**config.mk**
```make
export PLATFORM = sky130hd
export DESIGN_NAME = exact_pattern_match_stream
export DESIGN_NICKNAME = d
export VERILOG_FILES = /design/src/epms_pkg.sv /design/src/epms_cell.sv /design/src/epms_cfg.sv /design/src/exact_pattern_match_stream.sv
export VERILOG_INCLUDE_DIRS = /design/src /design/src/src
export SDC_FILE = /design/constraint.sdc
export NUM_CORES = 1
export LEC_CHECK = 0
export BUFFER_PORTS_ARGS = -buffer_cell sky130_fd_sc_hd__buf_2
export CAP_MARGIN = 20
export CORE_MARGIN = 8
export CORE_UTILIZATION = 45
export CTS_CLUSTER_DIAMETER = 150
export DETAILED_ROUTE_END_ITERATION = 8
export PLACE_DENSITY = 0.7
export SLEW_MARGIN = 20
export SYNTH_ARGS = -nofsm -noshare
export SYNTH_HDL_FRONTEND = slang
export SYNTH_SLANG_ARGS = --single-unit
```
**constraint.sdc**
```tcl
create_clock -name clk -period 3.05 [get_ports clk]
set_clock_uncertainty 0.1 [all_clocks]
set_input_delay 0.4575 -clock clk [delete_from_list [all_inputs] [get_ports clk]]
set_output_delay 0.4575 -clock clk [all_outputs]
set_load 0.01 [all_outputs]
```
**src/exact_pattern_match_stream_defines.svh**
```systemverilog
// Assertion macros for the exact pattern match stream block.
// Included by files that carry concurrent checks; needs clk and rst in scope.
`ifndef EXACT_PATTERN_MATCH_STREAM_DEFINES_SVH
`define EXACT_PATTERN_MATCH_STREAM_DEFINES_SVH

// antecedent holds -> consequent holds in the same cycle
`define EPMS_ASSERT_SAME(label, ante, cons, msg) \
  label: assert property (@(posedge clk) disable iff (rst) (ante) |-> (cons)) \
    else $error(msg);

// antecedent holds -> consequent holds in the next cycle
`define EPMS_ASSERT_NEXT(label, ante, cons, msg) \
  label: assert property (@(posedge clk) disable iff (rst) (ante) |=> (cons)) \
    else $error(msg);

`endif

```
**src/epms_pkg.sv**
```systemverilog
`timescale 1ns / 1ps
// Shared types and constants for the exact pattern match stream block.
// No dependencies.
package epms_pkg;

  localparam int SYM_W  = 8;
  localparam int IDX_W  = 6;
  localparam int LEN_W  = 7;
  localparam int POS_W  = 32;
  localparam int OP_W   = 2;
  localparam int DATA_W = 32;
  localparam int ADDR_W = 3;
  localparam int REG_IDX_W = ADDR_W - 2;

  localparam int PATTERN_MAX_DEFAULT   = 64;
  localparam int ALPHABET_SIZE_DEFAULT = 256;

  localparam logic [OP_W-1:0] OP_LOAD  = 2'd0;
  localparam logic [OP_W-1:0] OP_TEXT  = 2'd1;
  localparam logic [OP_W-1:0] OP_CLEAR = 2'd2;

  localparam logic [REG_IDX_W-1:0] REG_LENGTH = 1'b0;
  localparam logic [LEN_W-1:0]     LEN_RESET  = 7'd1;

  // command broadcast to every cell of the chain
  typedef struct packed {
    logic             load;
    logic             text;
    logic             clear;
    logic [SYM_W-1:0] symbol;
    logic [IDX_W-1:0] index;
    logic [LEN_W-1:0] length;
  } epms_cmd_t;

endpackage

```
**src/epms_cell.sv**
```systemverilog
`timescale 1ns / 1ps
// One pattern position: stored pattern byte and its prefix bit.
// Depends on epms_pkg.
module epms_cell #(
  parameter int IDX = 0
) (
  input  logic               clk,
  input  logic               rst,
  input  epms_pkg::epms_cmd_t cmd,
  input  logic               prev_bit,
  output logic               bit_q,
  output logic               bit_next
);
  import epms_pkg::*;

  localparam logic [7:0] IDX_B = 8'(IDX);

  logic [SYM_W-1:0] pattern_byte;
  logic             active;
  logic             hit;

  assign active = {1'b0, cmd.length} > IDX_B;
  assign hit    = active && (pattern_byte == cmd.symbol) && prev_bit;

  always_comb begin
    bit_next = bit_q;
    if (cmd.clear) begin
      bit_next = 1'b0;
    end else if (cmd.text) begin
      bit_next = hit;
    end
  end

  always_ff @(posedge clk) begin
    if (rst) begin
      bit_q <= 1'b0;
    end else begin
      bit_q <= bit_next;
    end
  end

  always_ff @(posedge clk) begin
    if (cmd.load && ({2'b00, cmd.index} == IDX_B)) begin
      pattern_byte <= cmd.symbol;
    end
  end

endmodule

```
**src/epms_cfg.sv**
```systemverilog
`timescale 1ns / 1ps
// APB register file: pattern length.
// Depends on epms_pkg.
module epms_cfg (
  input  logic                        clk,
  input  logic                        rst,
  input  logic                        psel,
  input  logic                        penable,
  input  logic                        pwrite,
  input  logic [epms_pkg::ADDR_W-1:0] paddr,
  input  logic [epms_pkg::DATA_W-1:0] pwdata,
  output logic [epms_pkg::DATA_W-1:0] prdata,
  output logic                        pready,
  output logic [epms_pkg::LEN_W-1:0]  pattern_length
);
  import epms_pkg::*;

  logic [REG_IDX_W-1:0] reg_idx;
  logic                 wr_en;

  assign reg_idx = paddr[ADDR_W-1:2];
  assign wr_en   = psel && penable && pwrite;
  assign pready  = 1'b1;

  always_ff @(posedge clk) begin
    if (rst) begin
      pattern_length <= LEN_RESET;
    end else if (wr_en && (reg_idx == REG_LENGTH)) begin
      pattern_length <= pwdata[LEN_W-1:0];
    end
  end

  always_comb begin
    unique case (reg_idx)
      REG_LENGTH: prdata = {{(DATA_W-LEN_W){1'b0}}, pattern_length};
      default:    prdata = '0;
    endcase
  end

endmodule

```
**src/exact_pattern_match_stream.sv**
```systemverilog
`timescale 1ns / 1ps
// Exact pattern match stream: top level.
// Depends on epms_pkg, epms_cell, epms_cfg and the assertion macro header.
//
// Usage:
//   Input channel (in_valid/in_ready) carries op, symbol and pattern_index.
//   op load writes pattern byte pattern_index; op new-text clears the match
//   history and the byte position; op text feeds one text byte and yields one
//   result transfer (match, end_position) on the output channel.
//   pattern_length is written over the APB port at address 0, while idle.
//   Each text byte passes the row of cells, one cell per pattern position,
//   each comparing its byte and taking its neighbour's prefix bit; the
//   result sits in the output register the next cycle.
//   Throughput is one item per cycle while out_ready is high. A stalled
//   result is held in the output register and in_ready drops until it is
//   taken, so nothing is lost.
//   Reset clears the prefix history, the position count and out_valid, and
//   sets pattern_length to 1. Pattern bytes are undefined until loaded.
`include "exact_pattern_match_stream_defines.svh"
module exact_pattern_match_stream #(
  parameter int PATTERN_MAX   = epms_pkg::PATTERN_MAX_DEFAULT,
  parameter int ALPHABET_SIZE = epms_pkg::ALPHABET_SIZE_DEFAULT
) (
  input  logic                        clk,
  input  logic                        rst,
  input  logic                        in_valid,
  output logic                        in_ready,
  input  logic [epms_pkg::OP_W-1:0]   op,
  input  logic [epms_pkg::SYM_W-1:0]  symbol,
  input  logic [epms_pkg::IDX_W-1:0]  pattern_index,
  output logic                        out_valid,
  input  logic                        out_ready,
  output logic                        match,
  output logic [epms_pkg::POS_W-1:0]  end_position,
  input  logic                        psel,
  input  logic                        penable,
  input  logic                        pwrite,
  input  logic [epms_pkg::ADDR_W-1:0] paddr,
  input  logic [epms_pkg::DATA_W-1:0] pwdata,
  output logic [epms_pkg::DATA_W-1:0] prdata,
  output logic                        pready
);
  import epms_pkg::*;

  localparam int PIDX_W = $clog2(PATTERN_MAX);
  localparam int LEN_CAP = (PATTERN_MAX > 127) ? 127 : PATTERN_MAX;
  localparam logic [LEN_W-1:0] LEN_CAP_V = LEN_W'(LEN_CAP);

  logic [LEN_W-1:0]       pattern_length;
  logic [LEN_W-1:0]       len_eff;
  logic [8:0]             top_wide;
  logic [PIDX_W-1:0]      top_idx;
  logic [SYM_W-1:0]       sym_table [256];
  logic                   in_xfer;
  logic                   is_load;
  logic                   is_text;
  logic                   is_clear;
  epms_cmd_t              cmd;
  logic [PATTERN_MAX-1:0] prefix_q;
  logic [PATTERN_MAX-1:0] prefix_next;
  logic [POS_W-1:0]       pos_cnt;
  logic                   hit;

  epms_cfg u_cfg (
    .clk            (clk),
    .rst            (rst),
    .psel           (psel),
    .penable        (penable),
    .pwrite         (pwrite),
    .paddr          (paddr),
    .pwdata         (pwdata),
    .prdata         (prdata),
    .pready         (pready),
    .pattern_length (pattern_length)
  );

  for (genvar g = 0; g < 256; g++) begin : g_sym
    assign sym_table[g] = SYM_W'(g % ALPHABET_SIZE);
  end

  assign len_eff  = (pattern_length > LEN_CAP_V) ? LEN_CAP_V : pattern_length;
  assign top_wide = {2'b00, len_eff} - 9'd1;
  assign top_idx  = top_wide[PIDX_W-1:0];

  assign in_ready = !out_valid || out_ready;
  assign in_xfer  = in_valid && in_ready;

  always_comb begin
    is_load  = 1'b0;
    is_text  = 1'b0;
    is_clear = 1'b0;
    unique case (op)
      OP_LOAD:  is_load  = in_xfer;
      OP_TEXT:  is_text  = in_xfer;
      OP_CLEAR: is_clear = in_xfer;
      default:  ;
    endcase
  end

  assign cmd.load   = is_load;
  assign cmd.text   = is_text;
  assign cmd.clear  = is_clear;
  assign cmd.symbol = sym_table[symbol];
  assign cmd.index  = pattern_index;
  assign cmd.length = len_eff;

  for (genvar i = 0; i < PATTERN_MAX; i++) begin : g_cell
    logic prev_bit;
    if (i == 0) begin : g_head
      assign prev_bit = 1'b1;
    end else begin : g_link
      assign prev_bit = prefix_q[i-1];
    end
    epms_cell #(.IDX(i)) u_cell (
      .clk      (clk),
      .rst      (rst),
      .cmd      (cmd),
      .prev_bit (prev_bit),
      .bit_q    (prefix_q[i]),
      .bit_next (prefix_next[i])
    );
  end

  assign hit = (len_eff != '0) && prefix_next[top_idx];

  always_ff @(posedge clk) begin
    if (rst) begin
      pos_cnt   <= '0;
      out_valid <= 1'b0;
    end else begin
      if (is_clear) begin
        pos_cnt <= '0;
      end else if (is_text) begin
        pos_cnt <= pos_cnt + 1'b1;
      end
      if (is_text) begin
        out_valid <= 1'b1;
      end else if (out_ready) begin
        out_valid <= 1'b0;
      end
    end
  end

  always_ff @(posedge clk) begin
    if (is_text) begin
      match        <= hit;
      end_position <= pos_cnt;
    end
  end

  `EPMS_ASSERT_NEXT(a_text_gives_result, is_text, out_valid, "text transfer gave no result")
  `EPMS_ASSERT_NEXT(a_position_order, is_text, end_position == $past(pos_cnt), "bad position")
  `EPMS_ASSERT_NEXT(a_clear_state, is_clear, (pos_cnt == '0) && (prefix_q == '0), "not cleared")

endmodule

```
# Yosys cells after proc, flatten, opt, wreduce, memory -nomap -nowiden
# Memory sizes are Yosys's and may differ from the RTL's.
# Index checks and enable logic that the tools add are counted.
op_classes:
  add_sub_neg: 2
  multipliers: 0
  div: 0
  n_lt_le_gt_ge: 67
  eq_ne: 129
  shifts: 0
  muxes: 139
  bitwise: 2
  reduce_logical: 203
ops:
  columns: ["operator", "n"]
  rows:
  - ["8-bit == test", 64]
  - ["7-bit by 6-bit > comparator with 1-bit output, second input constant", 32]
  - ["1-bit logical AND", 196]
  - ["6-bit == test, second input constant", 32]
  - ["1-bit two-way mux", 134]
  - ["7-bit by 5-bit > comparator with 1-bit output, second input constant", 16]
  - ["6-bit by 5-bit == test with 1-bit output, second input constant", 16]
  - ["7-bit by 4-bit > comparator with 1-bit output, second input constant", 8]
  - ["6-bit by 4-bit == test with 1-bit output, second input constant", 8]
  - ["32-bit by 1-bit adder with 32-bit output, second input constant", 1]
  - ["7-bit by 3-bit > comparator with 1-bit output, second input constant", 4]
  - ["6-bit by 3-bit == test with 1-bit output, second input constant", 4]
  - ["8-bit two-way mux", 2]
  - ["7-bit by 1-bit > comparator with 1-bit output, second input constant", 2]
  - ["7-bit by 2-bit > comparator with 1-bit output, second input constant", 2]
  - ["7-bit two-way mux", 2]
  - ["6-bit by 2-bit == test with 1-bit output, second input constant", 2]
  - ["9-bit >= comparator, second input constant", 1]
  - ["8-bit NOT with 9-bit output", 1]
  - ["7-bit > comparator, second input constant", 1]
  - ["6-bit by 7-bit less-than comparator with 1-bit output, second input constant", 1]
  - ["7-bit nonzero test", 1]
  - ["1-bit binary-select mux with 6-bit select", 1]
  - ["6-bit by 1-bit == test with 1-bit output, second input constant", 1]
  - ["other kinds (10)", 10]
totals:
  ff_bits: 649
  latchBits: 0
  ram_bits: 0
  rom_bits: 2048
  input_bits: 58
  out_inout_bits: 68
  elab_cells: 676
  memories: 1
mem_list:
  columns: ["name", "depth", "word_bits", "read_ports", "rd_clocked_by_memory_dff", "wr", "line_no", "source"]
  rows:
  - ["(name not given)", 256, 8, 1, 0, 0, "exact_pattern_match_stream.sv:103", "assign cmd.symbol = sym_table[symbol];"]

# Longest topological paths before layout
# Gate-level depths: netlist of run 1.
depth:
  ltp_word: 12
  mapped_depth: 15
  mapped_depth_nobuf: 11

# Least setup slack after synthesis of run 1
# No wires, ideal clock.
synth_timing:
  path_kind: "reg-to-reg"
  start: "reg u_cfg.pattern_length[6] (netlist bit)"
  end: "reg match (data pin)"
  setup_ns: 0.157
  arrival_time_ns: 2.972
  t_required_ns: 2.793
  setup_slack_ns: -0.179
  path_stages_with_launch: 15
  path_buffers: 4
  period_less_slack_ns: 3.229
  cell_sequence: "dfxtp_1 > buf_4 > buf_4 > buf_2 > buf_2 > nor2b_1 > ha_1 > nor2b_1 > nand4_1 > nand3_1 > or4_4 > a211oi_2 > nand3_1 > a311o_1 > a32oi_1"
synth_between:
  elab_chain_len: 10
  word_cells_on_any_way: 326
  cone_classes: "1 x add/sub; 65 x order compare; 131 x mux; 129 x reduce/logical"
synth_rtl:
  columns: ["element", "line_no", "source"]
  rows:
  - ["from (decl)", "epms_cfg.sv:14", "output logic [epms_pkg::LEN_W-1:0] pattern_length"]
  - ["from (signal assigned)", "epms_cfg.sv:29", "pattern_length <= pwdata[LEN_W-1:0];"]
  - ["7-bit > comparator", "exact_pattern_match_stream.sv:81", "assign len_eff = (pattern_length > LEN_CAP_V) ? LEN_CAP_V : pattern_length;"]
  - ["7-bit two-way mux (*)", "exact_pattern_match_stream.sv:81", null]
  - ["7-bit by 1-bit > comparator with 1-bit output, or another cell as far along", "epms_cell.sv:22", "assign active = {1'b0, cmd.length} > IDX_B;"]
  - ["1-bit logical AND (2 in series)", "epms_cell.sv:23", "assign hit = active && (pattern_byte == cmd.symbol) && prev_bit;"]
  - ["1-bit two-way mux", "epms_cell.sv:29", "end else if (cmd.text) begin"]
  - ["1-bit two-way mux", "epms_cell.sv:27", "if (cmd.clear) begin"]
  - ["1-bit binary-select mux with 6-bit select", "exact_pattern_match_stream.sv:124", "assign hit = (len_eff != '0) && prefix_next[top_idx];"]
  - ["1-bit two-way mux (implied by the code)", "exact_pattern_match_stream.sv:124", null]
  - ["1-bit logical AND (*)", "exact_pattern_match_stream.sv:124", null]
  - ["named net hit", "exact_pattern_match_stream.sv:62", "logic hit;"]
  - ["to (signal assigned)", "exact_pattern_match_stream.sv:146", "match <= hit;"]
  - ["to (decl)", "exact_pattern_match_stream.sv:33", "output logic match,"]
# Mark *: on every way through the listed nets, which the timed path passes. The rest lies on a longest branch. The select of a mux whose other input is x is not followed.
# A chain may end at the register's enable or synchronous reset.

# Final worst setup path of run 1
layout_timing:
  start: "reg u_cfg.pattern_length[1] (netlist bit)"
  end: "reg match (data pin)"
# The elaborated chain is that of the path after synthesis.

==> run metrics, run 1 <==
status=complete, no violations; Yosys Warn Count=0; HPWL Detailed=51100 µm; post-synthesis simple-gate area fraction=11.0%; CP Class=reg2reg; Total Power=0.0192 W; GRT overflow=0; syn_area_per_cell=13.1 µm²; via-per-instance ratio=5.53; n_diodes=0; Routed Antenna Nets=0; DRT iter0 DRCs=1888; total track usage=20.3%; CTS tree=done; Leak=11.7 nW; # setup viols final=0; worst skew pair latency=0.61 ns; via count of the routed design=18806; largest family of logic cells by synthesized area=XOR/XNOR gates; Initial Utilization=45.6%; Post-route DRC=0; Clk pin slew, worst setup/hold paths=0.07 ns; Min-Delay Startpoint=pwdata[5]; Worst Reg2Reg Path Length in Cells=11; post-synth cell types=74; hold path depth=3; Compound-Gate Fraction of Synth Area=4.94%; # fillers=5209; Synth Register Bits=649; # rows=92; CTS Buf Count=68; dpl cell area=0.0319 mm²; H-Tree Depth=3; Die Y=269 µm; Final period util=99.9%; Post-Synth XOR/XNOR Area=16.2%; storage element area=0.0185 mm²; adder-cell share of the synthesized area=0.131%; Slew Viols, Final=0; crit path DAT=3.29 ns; Cell Count, Final, Fillers Out=3402; Finished Cell Area=0.0343 mm²; Min-Delay Endpoint=u_cfg.pattern_length[5]; GPL Wtd Cong=0.943; FF-to-FF setup slack=0.004 ns; Die Wd=269 µm; reg2reg start=u_cfg.pattern_length[1]; CTS Root Cell=clkbuf_16; largest net degree at the start of global routing=67; share of layout cells above drive strength 1=20.0%; CP Capture Type=register; most frequent cells in the layout=545 x edfxtp_1, 310 x xnor2_1, 266 x buf_4; Ports=126; CTS Buffer Depth=3; WL per Instance=21.8 µm; initial antenna violation count=4; Multi-input gate area=0.00967 mm²; post-place setup slack=-0.209 ns; sequential share of the synthesized area=64.2%; vias in the first global route=18840; Cells after Synth=2192; commonest non-fill, non-tap cell in the layout=edfxtp_1; min cycle time layout=3.05 ns; Critical Path Source=u_cfg.pattern_length[1]; final WL=74100 µm; First-pass DRT Iterations=6; Max-cap violations=0; hold crit path type=in2reg; post-synthesis mux area share=0.387%; Max IR drop VDD=561 µV; Layout Nets=2562; Final WS setup=0.00388 ns; Die ar.=0.0722 mm²; Peak Freq=328 MHz; dpl cells=3272; Synth Cell Area=0.0288 mm²; Power Density=558 mW/mm²; r2r endpoint=match; crit-path max FO=25; startpoint types=register; hold slack=0.0302 ns; prevailing post-synth register cell=edfxtp_1; number of synthesized flops with an enable pin=545; Port-buffer cells=72; core box area=0.0631 mm²; Final Hold Fails=0; clk sinks=649; WP data required=3.29 ns; area growth from synthesis to layout=19.5%; Async S/R FF share, synth=0%; first-pass GRT wire length=113000 µm; relative slew slack=29.7%; Least-Margin Pin Slew=1.05 ns
## area by class of cell
type                            instances  share of cell area, %
Sequential cell                       649                   53.8
Multi-Input combinational cell       1407                   28.1
Timing Repair Buffer                  364                   8.38
Clock buffer                           97                   5.72
Tap cell                              846                   3.08
Clock inverter                         28                  0.780
Inverter                               11                  0.135
## synth_stat cells, types with 4 or more instances
cell type	count	area share [%]
nand2_1	89	1.2
a211oi_1	11	0.29
a31oi_1	6	0.13
nor4_1	63	1.4
a22oi_1	27	0.70
o211ai_1	8	0.21
nand3_1	72	1.3
mux2i_1	10	0.35
nor2b_1	17	0.37
nor3_1	50	0.87
a21o_1	4	0.10
and3_1	11	0.24
xnor2_1	310	9.4
or3_1	15	0.33
a311oi_1	5	0.15
inv_1	10	0.13
buf_2	48	0.84
o311ai_0	5	0.15
and2_1	6	0.13
nor2_1	186	2.4
dfxtp_1	104	7.2
edfxtp_1	545	57
nand2b_1	9	0.20
and4_1	6	0.18
buf_1	8	0.10
nand4_1	70	1.5
a21oi_1	60	1.0
clkbuf_1	32	0.42
or4_1	6	0.16
xor2_1	223	6.8
o21ai_0	29	0.50
buf_4	57	1.5
o2111ai_1	6	0.18
a32oi_1	13	0.40
or2_2	5	0.11
## state kept, by name (all words and copies together) (netlist names)
name                        flops
end_position                   32
g_cell.u_cell.bit_q            64
g_cell.u_cell.pattern_byte    512
match                           1
out_valid                       1
pos_cnt                        32
u_cfg.pattern_length            7
## where the power goes
group          internal (W)  switching, W  leakage (nW)
Combinational      0.000485      0.000797          4.78
Clock               0.00484       0.00340          1.08
Sequential          0.00961     0.0000151          5.80
## how the worst max path moves through the flow
| stage | end | cells after the start | slack, ns |
|---|---|---|---|
| floorplan | match | 14 | 0.02 |
| global placement | match | 11 | -0.19 |
| detailed placement | match | 11 | -0.21 |
| CTS | match | 9 | 0.008 |
| global route | match | 10 | -0.06 |
| finish | match | 11 | 0.004 |
## critical path: stages, from the launching register on
cell and delay (ns):
dfxtp_1 0.34, buf_8 0.18, or2_2 0.38, and2_2 0.29, o21ai_0 0.36, nand2_1 0.16, nand3_1 0.11, a21oi_1 0.09
nor3_2 0.23, buf_4 0.15, a311o_1 0.23, a32oi_1 0.15
## routing by layer
layer	routed length, µm	vias up	global-route usage [%]
met1	31900	9354	27.8
met2	33600	761	31.5
li1	-	8523	-
met4	2460	6	7.69
met5	43	-	0
met3	6070	162	4.37
## cells by family (layout without fill, tap and decap cells)
group	count (synthesis)	count (layout)
mux	11	11
flops	649	649
other cells	2	26
xor+xnor	533	533
compound gates	209	209
buf+inv	160	500
fa+ha+maj	3	3
simple gates	625	625
## through the flow
stage | util, % | setup TNS (ns)
2_1_floorplan | - | 0
5_1_grt | 54.4 | -0.0592
3_5_place_dp | 50.5 | -0.209
6_report | 54.4 | 0
3_3_place_gp | 50.5 | -0.194
4_1_cts | 54.1 | 0
## repair_timing
item,CTS,global route
gates resized for setup,9,44
gates cloned,0,0
hold buffers,2,0
endpoints found under the setup margin,1,1
buffers inserted,0,3
endpoints found under the hold margin,2,0
pin swaps,1,6
Power figures use the tool's default switching activity.
==> run 2: changes to the inputs <==
--- a/config.mk
+++ b/config.mk
@@ -6,6 +6,7 @@
 export SDC_FILE = /design/constraint.sdc
 export NUM_CORES = 1
 export LEC_CHECK = 0
+export ABC_AREA = 1
 export BUFFER_PORTS_ARGS = -buffer_cell sky130_fd_sc_hd__buf_2
 export CAP_MARGIN = 20
 export CORE_MARGIN = 8
==> run 2 against run 1 <==
Compared with the run above:
- die area increased by 9.0%
- via count grew 33%
- combinational power up 16%
- sequential share of layout area down 3.7 points
- synthesized cell count is 62% higher
- first-iteration DRC count increased by 34%
- sequential cell count unchanged
- total power grew 3.4%
==> run metrics, run 2 <==
Sw Ratio=23.0% (+0.99 points); Compound-Gate Fraction of Synth Area=5.33% (+0.39 points); syn_area_per_cell=8.89 µm² (-32%); Port-buffer cells=72 (unchanged); via-per-instance ratio=5.24 (-5.1%); startpoint types=register; Seq pwr share=48.7% (-1.6 points); top post-synthesis cells by area=edfxtp_1 52%, nand2_1 12%, dfxtp_1 6.6%, nor2_1 6.1%, nand3_1 4.2%; hold slack=0.0449 ns (+0.0147 ns); core box area=0.0697 mm² (+10%); commonest non-fill, non-tap cell in the layout=nand2_1; crit-path max FO=7 (-72%); Max IR drop VDD=349 µV (-38%); Least-Margin Pin Slew=1.02 ns (-0.0370 ns); # hold bufs at CTS=0 (-2); most frequent cell after synthesis=nand2_1; First-pass DRT Iterations=6 (unchanged); Post-Synth XOR/XNOR Area=3.61% (-13 points); GRT overflow=0 (unchanged); Final Hold Fails=0 (unchanged); Post-Route Setup TNS=0 ns (unchanged); Die Y=281 µm (+4.4%); CTS Buf Count=71 (+4.4%); WP data required=3.33 ns (+0.04 ns); Max-cap violations=0 (unchanged); Power Density=537 mW/mm² (-3.7%); share of layout cells above drive strength 1=12.8% (-7.2 points); post-synth cell types=45 (-39%); clock share of power=43.8% (+0.8 points); Synth Register Bits=649 (unchanged); min cycle time layout=2.86 ns (-0.184 ns); total track usage=22.7% (+2.4 points); prevailing post-synth register cell=edfxtp_1; Pint=0.0153 W (+2.1%); Yosys Warn Count=0 (unchanged); CP Class=reg2reg; final WL=90900 µm (+23%); Slew Viols, Final=0 (unchanged); Leak=15.0 nW (+28%); Final period util=93.8% (-6.0 points); # setup viols final=0 (unchanged); post-place setup slack=0.211 ns (+0.421 ns); Initial Utilization=45.2% (-0.33 points); Die Wd=281 µm (+4.4%); largest family of logic cells by synthesized area=simple AND/OR/NAND/NOR gates; Peak Freq=349 MHz (+6.4%); clk sinks=649 (unchanged); first-pass GRT wire length=138000 µm (+23%); Async S/R FF share, synth=0% (unchanged); area share of the largest cell type after synthesis=51.9% (-5.0 points); crit path DAT=3.14 ns (-0.15 ns); HPWL Detailed=61100 µm (+20%); Final Util=52.9% (-1.5 points); Reg with most FFs=g_cell.u_cell.pattern_byte; area growth from synthesis to layout=17.0%; hold crit path type=in2reg; WL per Instance=19.1 µm (-12%); largest net degree at the start of global routing=61 (-9.0%); via count of the routed design=24979 (+33%); post-synthesis mux area share=0% (-0.39 points); Post-CTS Setup Bufs=0 (unchanged); H-Tree Depth=3 (unchanged); CTS Root Cell=clkbuf_16; most frequent cells in the layout=982 x nand2_1, 545 x edfxtp_1, 513 x nor2_1; Final WS setup=0.188 ns (+0.184 ns); switching pwr=0.00455 W (+8.0%); Layout Nets=3825 (+49%); Synth Cell Area=0.0315 mm² (+9.6%); status=complete, no violations; worst skew pair latency=0.60 ns (about the same); adder-cell share of the synthesized area=0.119% (-0.011 points); sequential share of the synthesized area=58.5% (-5.6 points); Die ar.=0.0788 mm² (+9.0%); relative slew slack=32.2% (+2.5 points); combinational share of power=7.5% (+0.8 points); Critical Path Source=u_cfg.pattern_length[6]; Min-Delay Startpoint=symbol[3]; GPL Wtd Cong=1.06 (+12%); Post-route DRC=0 (unchanged); vias in the first global route=23677 (+26%); reg2reg start=u_cfg.pattern_length[6]; area leader, netlist=edfxtp_1; CTS resizes=0 (-9); # fillers=6176 (+19%); Routed Antenna Nets=0 (unchanged); Ports=126 (unchanged); Clk pin slew, worst setup/hold paths=0.07 ns (about the same); max FFs per register=512 (unchanged); number of synthesized flops with an enable pin=545 (unchanged); Cells after Synth=3544 (+62%); biggest regs=g_cell.u_cell.pattern_byte x512, g_cell.u_cell.bit_q x64; CTS tree=done; synth cell count leaders=982 x nand2_1, 545 x edfxtp_1, 514 x nor2_1, 324 x inv_1, 264 x nand3_1; post-synthesis simple-gate area fraction=25.2% (+14 points); DRT iter0 DRCs=2529 (+34%); initial antenna violation count=1 (-3); CP Capture Type=register; unrepaired setup endpoints after global routing=no; CTS Buffer Depth=3 (unchanged); # rows=97 (+5.4%)
[run 2: cell types whose count changed after synthesis, sizes merged, moves of 18 or more]
cell / delta
nand2: +903
nor2: +343
inv: +334
xnor2: -243
nand3: +196
xor2: -160
o21ai: +134
nor4: -56
a21oi: +43
nand4: -31
a22oi: -28
or2: +19
clkbuf: +18
[run 2: worst paths after layout]
check | endpoint | slack (ns) | cells past startpoint
max reg2reg | match | 0.19 | 16
min reg2reg | end_position[10] | 0.35 | 0
max | match | 0.19 | 16
min | g_cell[25].u_cell.pattern_byte[3] | 0.04 | 1
[run 2: per-layer routing]
metal,vias up,global-route usage (%),wire length [µm]
li1,11958,-,-
met1,11734,30.0,37300
met2,1096,36.9,41800
met3,191,4.54,8430
met4,0,8.20,3320
met5,-,0,0
[run 2: power groups by stage]
| stage | Combinational (W) | Clock, W | Sequential [W] |
|---|---|---|---|
| 3_3_place_gp | 0.00145 | 0 | 0.00983 |
| 6_report | 0.00149 | 0.00867 | 0.00964 |
| 4_1_cts | 0.00148 | 0.00879 | 0.00964 |
| 5_1_grt | 0.00161 | 0.00914 | 0.00964 |
| 2_1_floorplan | 0.000803 | 0 | 0.00983 |
| 3_5_place_dp | 0.00147 | 0 | 0.00983 |
[run 2: cells by family (layout without fill, tap and decap cells)]
| kind of cell | after synthesis | count (layout) |
|---|---|---|
| flops | 649 | 649 |
| compound gates | 314 | 314 |
| other cells | 2 | 27 |
| xor+xnor | 130 | 130 |
| simple gates | 1918 | 1918 |
| fa+ha+maj | 3 | 3 |
| buf+inv | 528 | 782 |
[run 2: critical path: stages (launching register included)]
cell     delay [ns]
dfxtp_1        0.38
buf_4          0.20
nor2_2         0.36
nand2_1        0.14
nor3_1         0.42
buf_4          0.19
nor2_1         0.06
nand2_1        0.08
nand3_1        0.06
nand2_1        0.12
a21oi_1        0.07
nand2_1        0.11
nand3_1        0.09
nand3_1        0.09
nand3_1        0.07
nand2_1        0.07
nor2_1         0.04
[run 2: final cells by class]
class / count / area, µm² / share of cell area, %
sequential: 649 / 18400 / 50.0
multi-input combinational: 2391 / 10900 / 29.6
timing repair buffer: 302 / 2670 / 7.24
clock buffer: 100 / 2070 / 5.62
inverter: 349 / 1310 / 3.56
tap: 940 / 1180 / 3.19
clock inverter: 31 / 292 / 0.790
antenna: 1 / 2.50 / 0.00678
[run 2: through the flow]
| step | instances | power, W | area [µm²] |
|---|---|---|---|
| finish | 4763 | 0.0198 | 36900 |
| detailed placement | 4631 | 0.0113 | 34500 |
| global route | 4762 | 0.0204 | 36900 |
| global placement | 4631 | 0.0113 | 34500 |
| CTS | 4762 | 0.0199 | 36900 |
| floorplan | 3568 | 0.0106 | 31600 |
